<file path="src/design/ps2mct_pkg.sv">
`timescale 1ns / 1ps

package ps2mct_pkg;

    // Field widths shared by the tracker and its checker.
    localparam int BYTE_W   = 8;
    localparam int BTN_W    = 3;
    localparam int DX_W     = 9;
    localparam int DY_W     = 10;
    localparam int COORD_W  = 12;
    localparam int PADDR_W  = 3;
    localparam int PDATA_W  = 32;

    // Protocol bytes and masks of the three-byte packet.
    localparam logic [BYTE_W-1:0] ACK_BYTE   = 8'hFA;
    localparam logic [BYTE_W-1:0] SYNC_MASK  = 8'hC8;
    localparam logic [BYTE_W-1:0] SYNC_VALUE = 8'h08;
    localparam int                XSIGN_BIT  = 4;
    localparam int                YSIGN_BIT  = 5;

    // Cursor size and start position.
    localparam logic [3:0]         CURSOR_W = 4'd8;
    localparam logic [3:0]         CURSOR_H = 4'd4;
    localparam logic [COORD_W-1:0] START_X  = 12'd16;
    localparam logic [COORD_W-1:0] START_Y  = 12'd100;

    // Register reset values.
    localparam logic [COORD_W-1:0] WIDTH_RST  = 12'd320;
    localparam logic [COORD_W-1:0] HEIGHT_RST = 12'd200;

    // Register indexes on the configuration port.
    localparam logic REG_WIDTH  = 1'b0;
    localparam logic REG_HEIGHT = 1'b1;

endpackage

</file>
<file path="src/design/ps2_mouse_packet_cursor_tracker.sv">
`timescale 1ns / 1ps

// PS/2 mouse packet decoder with a clamped cursor.
// Input channel: one raw mouse byte per request on i_mouse_byte, handshake
// i_in_valid / o_in_ready. Output channel: one result per byte, handshake
// o_out_valid / i_out_ready, with the packet fields and the cursor position.
// The result of a byte accepted by the block is registered and shown in the
// cycle after it is accepted. Throughput is one byte per cycle while the
// receiver takes each result; the single output register is refilled at the
// same edge at which its result is taken. While the receiver stalls, the
// result is held and o_in_ready stays low until the output register is taken.
// After reset the block waits for the 0xFA acknowledge, every byte before it
// yields a result with device_ready low; the cursor starts at (16,100) and the
// screen is 320 by 200. The APB port holds screen width at address 0 and screen
// height at address 4; the user must write it only while idle; the block does not enforce it.
module ps2_mouse_packet_cursor_tracker (
    input  logic                                    i_clk,
    input  logic                                    i_rst_n,
    input  logic                                    i_in_valid,
    output logic                                    o_in_ready,
    input  logic [ps2mct_pkg::BYTE_W-1:0]           i_mouse_byte,
    output logic                                    o_out_valid,
    input  logic                                    i_out_ready,
    output logic                                    o_packet_done,
    output logic                                    o_device_ready,
    output logic [ps2mct_pkg::BTN_W-1:0]            o_buttons,
    output logic signed [ps2mct_pkg::DX_W-1:0]      o_delta_x,
    output logic signed [ps2mct_pkg::DY_W-1:0]      o_delta_y,
    output logic [ps2mct_pkg::COORD_W-1:0]          o_cursor_x,
    output logic [ps2mct_pkg::COORD_W-1:0]          o_cursor_y,
    input  logic                                    psel,
    input  logic                                    penable,
    input  logic                                    pwrite,
    input  logic [ps2mct_pkg::PADDR_W-1:0]          paddr,
    input  logic [ps2mct_pkg::PDATA_W-1:0]          pwdata,
    output logic [ps2mct_pkg::PDATA_W-1:0]          prdata,
    output logic                                    pready
);
    import ps2mct_pkg::*;

    typedef enum logic [1:0] {
        PH_FIRST,
        PH_SECOND,
        PH_THIRD
    } t_phase;

    // Moves a coordinate and saturates it to 0..size-margin.
    function automatic logic [COORD_W-1:0] f_clamp(
        input logic [COORD_W-1:0] pos,
        input logic [DY_W-1:0]    delta,
        input logic [COORD_W-1:0] size,
        input logic [3:0]         margin
    );
        logic signed [COORD_W+1:0] upper;
        logic signed [COORD_W+1:0] sum;
        logic [COORD_W-1:0]        res;
        upper = $signed({2'b00, size}) - $signed({{(COORD_W-2){1'b0}}, margin});
        if (upper < 0) begin
            upper = '0;
        end
        sum = $signed({2'b00, pos}) + $signed({{(COORD_W+2-DY_W){delta[DY_W-1]}}, delta});
        if (sum < 0) begin
            res = '0;
        end else if (sum > upper) begin
            res = upper[COORD_W-1:0];
        end else begin
            res = sum[COORD_W-1:0];
        end
        return res;
    endfunction

    logic [COORD_W-1:0] r_width;
    logic [COORD_W-1:0] r_height;
    logic               r_await;
    t_phase             r_phase;
    logic [BYTE_W-1:0]  r_first;
    logic [BYTE_W-1:0]  r_second;
    logic [COORD_W-1:0] r_cx;
    logic [COORD_W-1:0] r_cy;
    logic               r_out_valid;
    logic               r_done;
    logic [BTN_W-1:0]   r_btn;
    logic [DX_W-1:0]    r_dx;
    logic [DY_W-1:0]    r_dy;

    logic               n_await;
    t_phase             n_phase;
    logic [BYTE_W-1:0]  n_first;
    logic [BYTE_W-1:0]  n_second;
    logic [COORD_W-1:0] n_cx;
    logic [COORD_W-1:0] n_cy;
    logic               n_done;
    logic [BTN_W-1:0]   n_btn;
    logic [DX_W-1:0]    n_dx;
    logic [DY_W-1:0]    n_dy;

    logic               w_in_acc;
    logic               w_cfg_wr;
    logic [DX_W-1:0]    w_dx;
    logic [DX_W-1:0]    w_dy_raw;
    logic [DY_W-1:0]    w_dy;

    assign o_in_ready = !r_out_valid || i_out_ready;
    assign w_in_acc   = i_in_valid && o_in_ready;
    assign w_cfg_wr   = psel && penable && pwrite && pready;
    assign pready     = 1'b1;

    // Register read-back.
    always_comb begin
        prdata = '0;
        case (paddr[2])
            REG_WIDTH:  prdata[COORD_W-1:0] = r_width;
            REG_HEIGHT: prdata[COORD_W-1:0] = r_height;
            default:    prdata = '0;
        endcase
    end

    // Packet fields of the current third byte, dy negated for screen direction.
    assign w_dx     = {r_first[XSIGN_BIT], r_second};
    assign w_dy_raw = {r_first[YSIGN_BIT], i_mouse_byte};
    assign w_dy     = DY_W'(0) - {w_dy_raw[DX_W-1], w_dy_raw};

    // Per-byte update of the packet state and the cursor.
    always_comb begin
        n_await  = r_await;
        n_phase  = r_phase;
        n_first  = r_first;
        n_second = r_second;
        n_cx     = r_cx;
        n_cy     = r_cy;
        n_done   = 1'b0;
        n_btn    = '0;
        n_dx     = '0;
        n_dy     = '0;
        if (r_await) begin
            if (i_mouse_byte == ACK_BYTE) begin
                n_await = 1'b0;
            end
        end else begin
            case (r_phase)
                PH_SECOND: begin
                    n_second = i_mouse_byte;
                    n_phase  = PH_THIRD;
                end
                PH_THIRD: begin
                    n_done  = 1'b1;
                    n_btn   = r_first[BTN_W-1:0];
                    n_dx    = w_dx;
                    n_dy    = w_dy;
                    n_phase = PH_FIRST;
                    n_cx    = f_clamp(r_cx, {w_dx[DX_W-1], w_dx}, r_width, CURSOR_W);
                    n_cy    = f_clamp(r_cy, w_dy, r_height, CURSOR_H);
                end
                default: begin
                    if ((i_mouse_byte & SYNC_MASK) == SYNC_VALUE) begin
                        n_first = i_mouse_byte;
                        n_phase = PH_SECOND;
                    end else begin
                        n_phase = PH_FIRST;
                    end
                end
            endcase
        end
    end

    // State, configuration and result register.
    always_ff @(posedge i_clk) begin
        if (!i_rst_n) begin
            r_width     <= WIDTH_RST;
            r_height    <= HEIGHT_RST;
            r_await     <= 1'b1;
            r_phase     <= PH_FIRST;
            r_cx        <= START_X;
            r_cy        <= START_Y;
            r_out_valid <= 1'b0;
        end else begin
            if (w_cfg_wr) begin
                case (paddr[2])
                    REG_WIDTH:  r_width  <= pwdata[COORD_W-1:0];
                    REG_HEIGHT: r_height <= pwdata[COORD_W-1:0];
                    default:    r_width  <= r_width;
                endcase
            end
            if (w_in_acc) begin
                r_await     <= n_await;
                r_phase     <= n_phase;
                r_cx        <= n_cx;
                r_cy        <= n_cy;
                r_out_valid <= 1'b1;
            end else if (i_out_ready) begin
                r_out_valid <= 1'b0;
            end
        end
    end

    // Payload registers need no reset.
    always_ff @(posedge i_clk) begin
        if (w_in_acc) begin
            r_first  <= n_first;
            r_second <= n_second;
            r_done   <= n_done;
            r_btn    <= n_btn;
            r_dx     <= n_dx;
            r_dy     <= n_dy;
        end
    end

    assign o_out_valid    = r_out_valid;
    assign o_packet_done  = r_done;
    assign o_device_ready = !r_await;
    assign o_buttons      = r_btn;
    assign o_delta_x      = $signed(r_dx);
    assign o_delta_y      = $signed(r_dy);
    assign o_cursor_x     = r_cx;
    assign o_cursor_y     = r_cy;

endmodule

</file>
<file path="config.mk">
export PLATFORM = sky130hd
export DESIGN_NAME = ps2_mouse_packet_cursor_tracker
export DESIGN_NICKNAME = d
export VERILOG_FILES = /design/src/design/ps2mct_pkg.sv /design/src/design/ps2_mouse_packet_cursor_tracker.sv
export SDC_FILE = /design/constraint.sdc
export NUM_CORES = 1
export LEC_CHECK = 0
export BUFFER_PORTS_ARGS = -buffer_cell sky130_fd_sc_hd__buf_2
export CELL_PAD_IN_SITES_DETAIL_PLACEMENT = 0
export CELL_PAD_IN_SITES_GLOBAL_PLACEMENT = 1
export CORE_AREA = 2 2 152 124
export DETAILED_ROUTE_END_ITERATION = 10
export DIE_AREA = 0 0 154 126
export PLACE_DENSITY = 0.8
export SLEW_MARGIN = 20
export SYNTH_ARGS = -nofsm -noshare
export SYNTH_HDL_FRONTEND = slang
export SYNTH_SLANG_ARGS = --single-unit
</file>
<file path="constraint.sdc">
create_clock -name i_clk -period 13.1 [get_ports i_clk]
set_clock_uncertainty 0.1 [all_clocks]
set_input_delay 0.655 -clock i_clk [delete_from_list [all_inputs] [get_ports i_clk]]
set_output_delay 0.655 -clock i_clk [all_outputs]
set_load 0.05 [all_outputs]
</file>
==> metrics.txt, run 1 <==
status=completed; ratio of cells with drive above 1 in the final layout=19.0%; commonest register cell after synthesis=dfxtp_1; Core Box Area=between 15,000 and 20,000 sq um; synth unique cells=65; HPWL Detailed=11.9 mm; Rows=44; maximum vdd drop=between 0.05 and 0.06 mV; unrepaired setup endpoints after global routing=false; Max Freq=198 MHz; max-slew violations=0; cts bufs inserted=9; Detailed Routing Iterations Pass 1=4; Max-cap violations=0; die area=19,400 sq um; Crit path arrival time=5.17 ns; ant diodes=0; number of sinks on the clock net=88; initial core utilization=between 30 and 40%; # setup viols final=0; YS warnings=0; Post-CTS Setup Bufs=0; fillers=1,823; Setup CP Type=primary input to register; Hold Crit Depth=2; number of gates resized after CTS=0; GP Congestion=0.842; Post-CTS Hold Buffers=0; largest net degree at the start of global routing=37; vias=4,843; remaining antenna violation count=0; CP max FO=16; post-place instance area=6730 sq um; slowest CP cell=or4b_4; Synth Instances=693; GRT Util Overall=15.7%; Cell Chain, Critical Path=buf_2, inv_1, ha_1, xnor2_1, ha_1, nand2b_1, a21oi_1, or4b_4, a31o_2, a21oi_1, xnor2_1, ha_1, nor2_1, o21ai_0, a21oi_1, a211oi_1, and3b_1, o22ai_4, mux2i_1, o211ai_2; antenna violations before repair=0; EDFF count, synth=36; gr ovfl total=0; CTS tree=yes; Skew-Pair Late Insertion Delay=0.36 ns; CTS clk-pin slew, worst paths=0.07 ns; Layout Nets=approximately 880; slew margin rel.=40.9%; Period minus WS final=5.05 ns; Final Cycle Share=38.6%; Slew @ Worst Pin=between 0.8 and 0.9 ns; register area share after synthesis=34.4%; Worst R2R Path Depth=18; Mapped Area=6160 sq um; Cell Pwr Density=93.0 nW/um^2; leading cell type in the layout, fill and taps excluded=nand2_1; CTS Buffer Depth=2; hold_sp=o_cursor_x[9]; Hold Path Sink=o_cursor_x[9]; Async SR Flop Fraction=0%; CP Capture Type=register; H-tree lvl count=3; setup_tns=0 ns; Lkg Pwr=between 3 and 4 nW; FF-to-FF Start=o_cursor_y[0]; area grow syn2layout=13.9%; post-DR wirelength/cell=14.8 microns; final hold vios=0; DRC viols=0; syn avg cell area=just under 9 sq um; die height=126 microns; CTS root buffer=clkbuf_16; chip width=154 microns; Vias/cell=4.80; Hold/Removal Path Class=register to register; Final Cell Area=7020 sq um; Critical Path Max Stage Delay=0.53 ns; First DRT Iteration DRCs=214; Worst Setup Start Kind=primary input; Seq cells post-synth=88; reg-to-reg endpoint=o_cursor_y[6]; vias in the first global route=4,387; IO Port Bufs=89; Reg2Reg Setup Slack=between 8 and 9 ns; Boundary Pins=~130; first-pass GRT wire length=23.6 mm; final WL=15.0 mm; CP required=13.21 ns; most frequent cells in the layout=nand2_1 (106), buf_2 (89), ha_1 (58)
[cell type report]
cell class	count	area [sq um]	area share, %
well taps	230	288	4.10
inverters	46	173	2.46
clock inverters	7	66.3	0.944
flip-flops and latches	88	2120	30.2
multi-input cells	539	3690	52.6
clock buffers	9	225	3.21
repair buffers	90	453	6.45
[power by group]
part / switching (W) / leakage [nW] / total, W / internal [W]
Combinational: 0.0000711 / 2.16 / 0.000101 / 0.0000299
Clock: 0.000125 / 0.145 / 0.000259 / 0.000134
Sequential: 0.00000329 / 0.770 / 0.000293 / 0.000290
[registers in the layout, summed over array words and instances, names as in the netlist, 2 cells and up]
register and cells:
r_first 5, o_cursor_y 12, r_width 12, r_second 8, o_buttons 3, r_phase 2, r_height 12, o_delta_x 9
o_delta_y 10, o_cursor_x 12
[critical path, delay by kind of cell]
kind,cells,cell delay (ns)
XOR/XNOR,2,0.50
AND/OR/NAND/NOR,4,0.94
buffers and inverters,2,0.26
multiplexers,1,0.31
AO/OA/AOI/OAI,8,1.65
adder cells (fa/ha/maj),3,0.84
[synth_stat cells (3+ instances only)]
master | n | area, sq um
buf_4 | 21 | 158
o21a_1 | 5 | 37.5
o31ai_1 | 5 | 37.5
ha_1 | 58 | 726
nand3b_1 | 4 | 30.0
mux2_2 | 10 | 113
nor3_1 | 9 | 45.0
nor2_1 | 44 | 165
nor4_1 | 7 | 43.8
a21oi_1 | 26 | 130
nand3_1 | 15 | 75.1
o21ai_0 | 15 | 75.1
and2_1 | 26 | 163
dfxtp_1 | 52 | 1040
mux2i_1 | 17 | 170
a21o_1 | 8 | 60.1
mux2_4 | 3 | 45.0
nand2b_1 | 10 | 62.6
a21boi_0 | 21 | 158
o21ai_1 | 15 | 75.1
edfxtp_1 | 36 | 1080
a211oi_1 | 4 | 30.0
clkbuf_1 | 16 | 60.1
inv_1 | 46 | 173
or3_1 | 4 | 25.0
o211ai_2 | 5 | 62.6
and3_1 | 3 | 18.8
nand2_1 | 106 | 398
xor2_1 | 18 | 158
or2_2 | 5 | 31.3
nor2b_1 | 5 | 31.3
xnor2_1 | 18 | 158
nand4_1 | 6 | 37.5
a31oi_1 | 5 | 31.3
o211ai_1 | 4 | 30.0
[kinds of logic after synthesis]
group | after synthesis | synth area share [%]
and+or+nand+nor | 260 | 20.5
AOI/OAI and AO/OA | 131 | 14.9
DFF | 88 | 34.4
buffers and inverters | 85 | 6.76
adders and majority gates | 60 | 12.4
xor gates and xnor gates | 36 | 5.12
muxes | 31 | 5.69
other | 2 | 0.122
[worst max path at each step]
stage / slack (ns) / cells past startpoint / to / startpoint
finish: 8.05 / 20 / o_cursor_y[6] / i_mouse_byte[0]
global placement: 7.72 / 21 / o_cursor_y[6] / i_mouse_byte[0]
floorplan: 8.52 / 19 / o_cursor_y[11] / i_mouse_byte[0]
CTS: 8.09 / 21 / o_cursor_y[6] / i_mouse_byte[0]
detailed placement: 7.74 / 21 / o_cursor_y[6] / i_mouse_byte[0]
global route: 7.76 / 20 / o_cursor_y[2] / i_mouse_byte[0]
[per-layer routing]
metal  routed length, microns  track usage [%]
met3                      694             3.65
met2                     5910             21.6
met5                        0                0
met1                     8210             24.1
met4                      156             4.29
[stage by stage]
step	power [W]	setup WS, ns	hold slack, ns	cells	utilization (%)
floorplan	0.000381	8.52	0.348	712	-
global placement	0.000399	7.72	0.359	993	37.6
detailed placement	0.000400	7.74	0.373	993	37.6
CTS	0.000661	8.09	0.385	1009	39.2
global route	0.000679	7.76	0.411	1009	39.2
finish	0.000653	8.05	0.382	1009	39.2
Power figures use the tool's default switching activity.
==> run 2, diff against run 1 <==
Settings changed: PLACE_DENSITY 0.8 to 0.83.
Clock period 13.1 ns to 4.4 ns, I/O delays scaled along.
==> run 2 against run 1 <==
Compared with the run above: setup slack got worse by 7.9 ns; first-iteration DRC count increased by 17%; count of clock-buffer cells in the layout stayed put; routed wire length grew 6.7%; cell count is 4.0% higher; sequential power grew to 3.0 times the previous value; clock power rose to 3.6 times the previous value; combinational power rose to 3.4 times the previous value; register-to-register slack got worse by 8.5 ns; flip-flop and latch count is the same; worst hold slack worse by 0.37 ns.
==> metrics.txt, run 2 (synthesis gave the netlist of run 1 again) <==
vias=5,156 (+6.5%); CP top delay family=simple AND/OR/NAND/NOR gates; Lkg Pwr=3.32 nW (+8.1%); cts bufs inserted=9 (unchanged); area grow syn2layout=21.9%; vias in the first global route=4,698 (+7.1%); final hold vios=0 (unchanged); leading cell type in the layout, fill and taps excluded=nand2_1; # setup viols final=0 (unchanged); post-DR wirelength/cell=15.2 microns (+2.6%); HPWL Detailed=12.6 mm (+5.5%); switching share of power=27.8% (-2.7 points); Hold/Removal Path Class=primary input to register; Clock Power Share=43.1% (+3.4 points); Worst Setup Start Kind=primary input; combinational cell fraction of total power=16.0% (+0.5 points); IO Port Bufs=89 (unchanged); number of sinks on the clock net=88 (unchanged); first-pass GRT wire length=25.1 mm (+6.3%); Post-Layout Cell Count=1,049 (+4.0%); Core Box Area=17,900 sq um (unchanged); status=completed; CTS Buffer Depth=2 (unchanged); First DRT Iteration DRCs=251 (+17%); crit path launch=i_mouse_byte[0]; chip width=154 microns (unchanged); P_sw=0.000594 W (+200%); antenna violations before repair=0 (unchanged); H-tree lvl count=3 (unchanged); most frequent cells in the layout=nand2_1 (106), buf_2 (89), ha_1 (56); Setup CP Type=primary input to register; final WL=16.0 mm (+6.7%); Slew @ Worst Pin=0.857 ns (-0.0289 ns); Boundary Pins=133 (unchanged); DRC viols=0 (unchanged); GP Congestion=0.835 (-0.77%); FF-to-FF Start=o_cursor_y[0]; Max Freq=236 MHz; Period minus WS final=4.24 ns; CTS clk-pin slew, worst paths=0.07 ns (about the same); maximum vdd drop=0.157 mV (+190%); share of power burned in registers=40.9% (-4.0 points); Rows=44 (unchanged); Detailed Routing Iterations Pass 1=5 (+1); slowest CP cell=or4b_4; Crit path arrival time=4.36 ns (-0.81 ns); CTS root buffer=clkbuf_16; Cell Chain, Critical Path=buf_2, nor2_1, nand3b_1, or3_1, xor2_1, ha_1, or4b_4, a31o_2, a21oi_2, xnor2_2, ha_2, nand2_1, nor2_2, a211oi_2, a211oi_2, and3b_2, o22ai_4, buf_12, mux2i_1, o211ai_2; Most common cell on crit path=a211oi_2; Vias/cell=4.92 (+2.4%); gr ovfl total=0 (unchanged); max-slew violations=0 (unchanged); ant diodes=0 (unchanged); hold_sp=pwdata[8]; Cell Pwr Density=284 nW/um^2 (+210%); Critical Path Max Stage Delay=0.54 ns (about the same); slew margin rel.=42.8% (+1.9 points); Skew-Pair Late Insertion Delay=0.36 ns (about the same); Total Power=0.00213 W (+230%); die area=19,400 sq um (unchanged); CP required=4.51 ns (-8.70 ns); WP buf/inv=2 (unchanged); ratio of cells with drive above 1 in the final layout=25.0% (+6.0 points); initial core utilization=34.4% (unchanged); Layout Nets=924 (+4.5%); CP max FO=8 (-8); Max-cap violations=0 (unchanged); CTS tree=yes; remaining antenna violation count=0 (unchanged); Placed Cells incl. Taps=1,029 (+3.6%); CP Capture Type=register; Final Cycle Share=96.5%; die height=126 microns (unchanged); Pint=0.00154 W (+240%); largest net degree at the start of global routing=37 (unchanged); GRT Util Overall=16.4% (+0.73 points)
==> run 2: area by class of cell <==
class | count | area [sq um]
Clock buffer | 9 | 225
Clock inverter | 7 | 124
Fill cell | 1802 | 10400
Inverter | 46 | 173
Multi-Input combinational cell | 540 | 3820
Sequential cell | 88 | 2120
Tap cell | 230 | 288
Timing Repair Buffer | 129 | 763
==> run 2: through the flow <==
step	instance area [sq um]	setup WS (ns)	setup TNS [ns]	hold WS [ns]	utilization, %
4_1_cts	7370	0.0870	0	0.000456	41.2
3_5_place_dp	7000	-0.283	-2.73	0.349	39.1
3_3_place_gp	7000	-0.151	-1.36	0.353	39.1
6_report	7510	0.155	0	0.0123	42.0
2_1_floorplan	6230	0.255	0	0.219	-
5_1_grt	7510	-0.0298	-0.0738	0.0149	42.0
==> run 2: worst register-to-register path, delay by kind of cell, from the launching register on <==
| family | cells | cell delay, ns |
|---|---|---|
| flops | 1 | 0.35 |
| compound gates | 7 | 1.16 |
| fa+ha+maj | 3 | 0.75 |
| xor+xnor | 1 | 0.11 |
| simple gates | 5 | 1.17 |
| mux | 1 | 0.22 |
| buf+inv | 2 | 0.22 |
==> run 2: repair_timing <==
action	CTS	global route
gates resized for setup	0	22
buffers inserted	0	1
hold buffers	2	0
setup endpoints to repair	0	22
hold endpoints to repair	3	0
==> run 2: per-layer routing <==
layer | global-route usage (%) | wire length, microns | vias to the layer above
li1 | - | - | 2629
met1 | 24.9 | 8470 | 2384
met2 | 22.9 | 6550 | 130
met3 | 3.82 | 763 | 13
met4 | 4.67 | 185 | 0
met5 | 0 | 0 | -
==> run 2: power by group through the flow <==
| stage | Combinational (W) | Sequential, W | Clock [W] |
|---|---|---|---|
| after floorplan | 0.000212 | 0.000924 | 0 |
| after global placement | 0.000321 | 0.000890 | 0 |
| after detailed placement | 0.000324 | 0.000891 | 0 |
| after CTS | 0.000327 | 0.000872 | 0.000937 |
| after global routing | 0.000371 | 0.000874 | 0.000969 |
| final | 0.000342 | 0.000872 | 0.000920 |
==> run 2: path summary, 6_finish.rpt <==
| path | slack (ns) | endpoint | cells after the start |
|---|---|---|---|
| setup / recovery | 0.16 | o_cursor_y[6] | 20 |
| setup reg to reg | 0.17 | o_cursor_y[6] | 19 |
| hold / removal | 0.01 | r_width[8] | 3 |
| hold reg to reg | 0.37 | o_cursor_x[9] | 2 |
==> run 3, diff against run 2 <==
Settings changed: CTS_BUF_LIST set to sky130_fd_sc_hd__clkbuf_2.
==> run 3 against run 2 <==
Compared with the run above: clock power is 39% lower; worst hold slack better by 0.080 ns; final area is 0.73% higher; flip-flop and latch count stayed put; cell count is 2.5% higher; sequential power hardly changed; die area stayed put; count of clock-buffer cells in the layout stayed put; largest cell class unchanged.
==> metrics.txt, run 3 (synthesis gave the netlist of run 1 again) <==
Rows=44 (unchanged); slowest CP cell=dlygate4sd3_1; CP Capture Type=register; First DRT Iteration DRCs=307 (+22%); die height=126 microns (unchanged); H-tree lvl count=3 (unchanged); slew margin rel.=42.5% (-0.34 points); final WL=16.2 mm (+1.7%); first-pass GRT wire length=25.4 mm (+1.2%); Final Cycle Share=98.6% (+2.1 points); Hold WS=0.0925 ns (+0.0802 ns); Max Freq=231 MHz (-2.1%); setup slack after layout=0.0631 ns (-0.0921 ns); cts bufs inserted=9 (unchanged); DP Worst Slack=-0.283 ns (unchanged); Hold/Removal Path Class=primary input to register; Period minus WS final=4.34 ns (+0.0921 ns); Critical Path Max Stage Delay=0.57 ns (+0.03 ns); vias=5,314 (+3.1%); ant diodes=0 (unchanged); Slew @ Worst Pin=0.862 ns (+0.00514 ns); die area=19,400 sq um (unchanged); chip width=154 microns (unchanged); CP required=4.83 ns (+0.32 ns); CP max FO=11 (+3); CTS Buffer Depth=2 (unchanged); final hold vios=0 (unchanged); Crit path arrival time=4.77 ns (+0.41 ns); status=completed; CTS tree=yes; HPWL Detailed=12.6 mm (unchanged); GRT Util Overall=16.4% (+0.021 points); DRC viols=0 (unchanged); vias in the first global route=4,798 (+2.1%); GP Congestion=0.835 (unchanged); remaining antenna violation count=0 (unchanged); Vias/cell=4.94 (+0.57%); Skew-Pair Late Insertion Delay=0.59 ns (+0.23 ns); gr ovfl total=0 (unchanged); most frequent cells in the layout=nand2_1 (106), buf_2 (89), ha_1 (58); IO Port Bufs=89 (unchanged); Worst Setup Start Kind=primary input; Layout Nets=950 (+2.8%); maximum vdd drop=0.127 mV (-19%); CTS clk-pin slew, worst paths=0.26 ns (+0.19 ns); largest net degree at the start of global routing=37 (unchanged); # setup viols final=0 (unchanged); area grow syn2layout=22.8%; initial core utilization=34.4% (unchanged); antenna violations before repair=0 (unchanged); Cell Pwr Density=237 nW/um^2 (-16%); CP top delay family=compound AO/OA/AOI/OAI gates; Boundary Pins=133 (unchanged); Setup CP Type=primary input to register; Core Box Area=17,900 sq um (unchanged); WP buf/inv=4 (+2); CTS root buffer=clkbuf_2; Max-cap violations=0 (unchanged); post-DR wirelength/cell=15.1 microns (-0.73%); max-slew violations=0 (unchanged); ratio of cells with drive above 1 in the final layout=24.3% (-0.77 points); Cell Chain, Critical Path=buf_2, dlygate4sd3_1, buf_4, nor3_4, xnor2_2, ha_1, nand3_1, a21oi_1, or4b_4, a31o_2, a21oi_2, xnor2_2, ha_1, o21a_1, a211oi_2, a211oi_2, and3b_2, o22ai_4, buf_12, or2_2, a32o_1; leading cell type in the layout, fill and taps excluded=nand2_1; Lkg Pwr=3.37 nW (+1.6%); Detailed Routing Iterations Pass 1=5 (unchanged); number of sinks on the clock net=88 (unchanged)
[run 3: worst paths after layout]
| kind | slack, ns | from | cells after the start | end |
|---|---|---|---|---|
| min | 0.09 | i_mouse_byte[0] | 5 | o_cursor_y[0] |
| min reg2reg | 0.39 | o_cursor_x[9] | 2 | o_cursor_x[9] |
| max | 0.06 | i_mouse_byte[2] | 21 | o_cursor_y[8] |
| max reg2reg | 0.14 | o_cursor_y[0] | 18 | o_cursor_y[8] |
[run 3: area by class of cell]
cell class,instances,area (sq um)
sequential,88,2120
fill,1809,10300
multi-input combinational,540,3800
tap,230,288
clock inverter,7,124
timing repair buffer,155,1020
inverter,46,173
clock buffer,9,45.0
[run 3: repair_timing]
| action | CTS | global route |
|---|---|---|
| resized for setup | 0 | 18 |
| endpoints found under the setup margin | 0 | 24 |
| setup buffers | 0 | 4 |
| hold buffers | 25 | 0 |
| hold endpoints to repair | 47 | 0 |
[run 3: tightest hold or removal path: stages]
cell and delay, ns:
buf_2 0.11, buf_4 0.12, ha_1 0.15, mux2i_1 0.07, o21ai_1 0.10
[run 3: where the power goes]
| group | internal, W | leakage (nW) | switching, W |
|---|---|---|---|
| Combinational | 0.000129 | 2.51 | 0.000228 |
| Sequential | 0.000865 | 0.770 | 0.00000962 |
| Clock | 0.000251 | 0.0950 | 0.000313 |
[run 3: routing by layer]
metal | share of wire [%] | wire length, microns | track usage [%]
met2 | 42 | 6810 | 23.4
met5 | 0 | 0 | 0
met3 | 5.4 | 878 | 3.61
met4 | 0.99 | 161 | 3.35
met1 | 52 | 8390 | 25.2
[run 3: stage by stage]
stage	util [%]	setup TNS (ns)	total power, W	instance area (sq um)	cells
finish	42.3	0	0.00180	7570	1075
CTS	41.5	0	0.00180	7420	1070
global placement	39.1	-1.36	0.00121	7000	1029
global route	42.3	-0.554	0.00187	7570	1075
detailed placement	39.1	-2.73	0.00121	7000	1029
floorplan	-	0	0.00114	6230	712
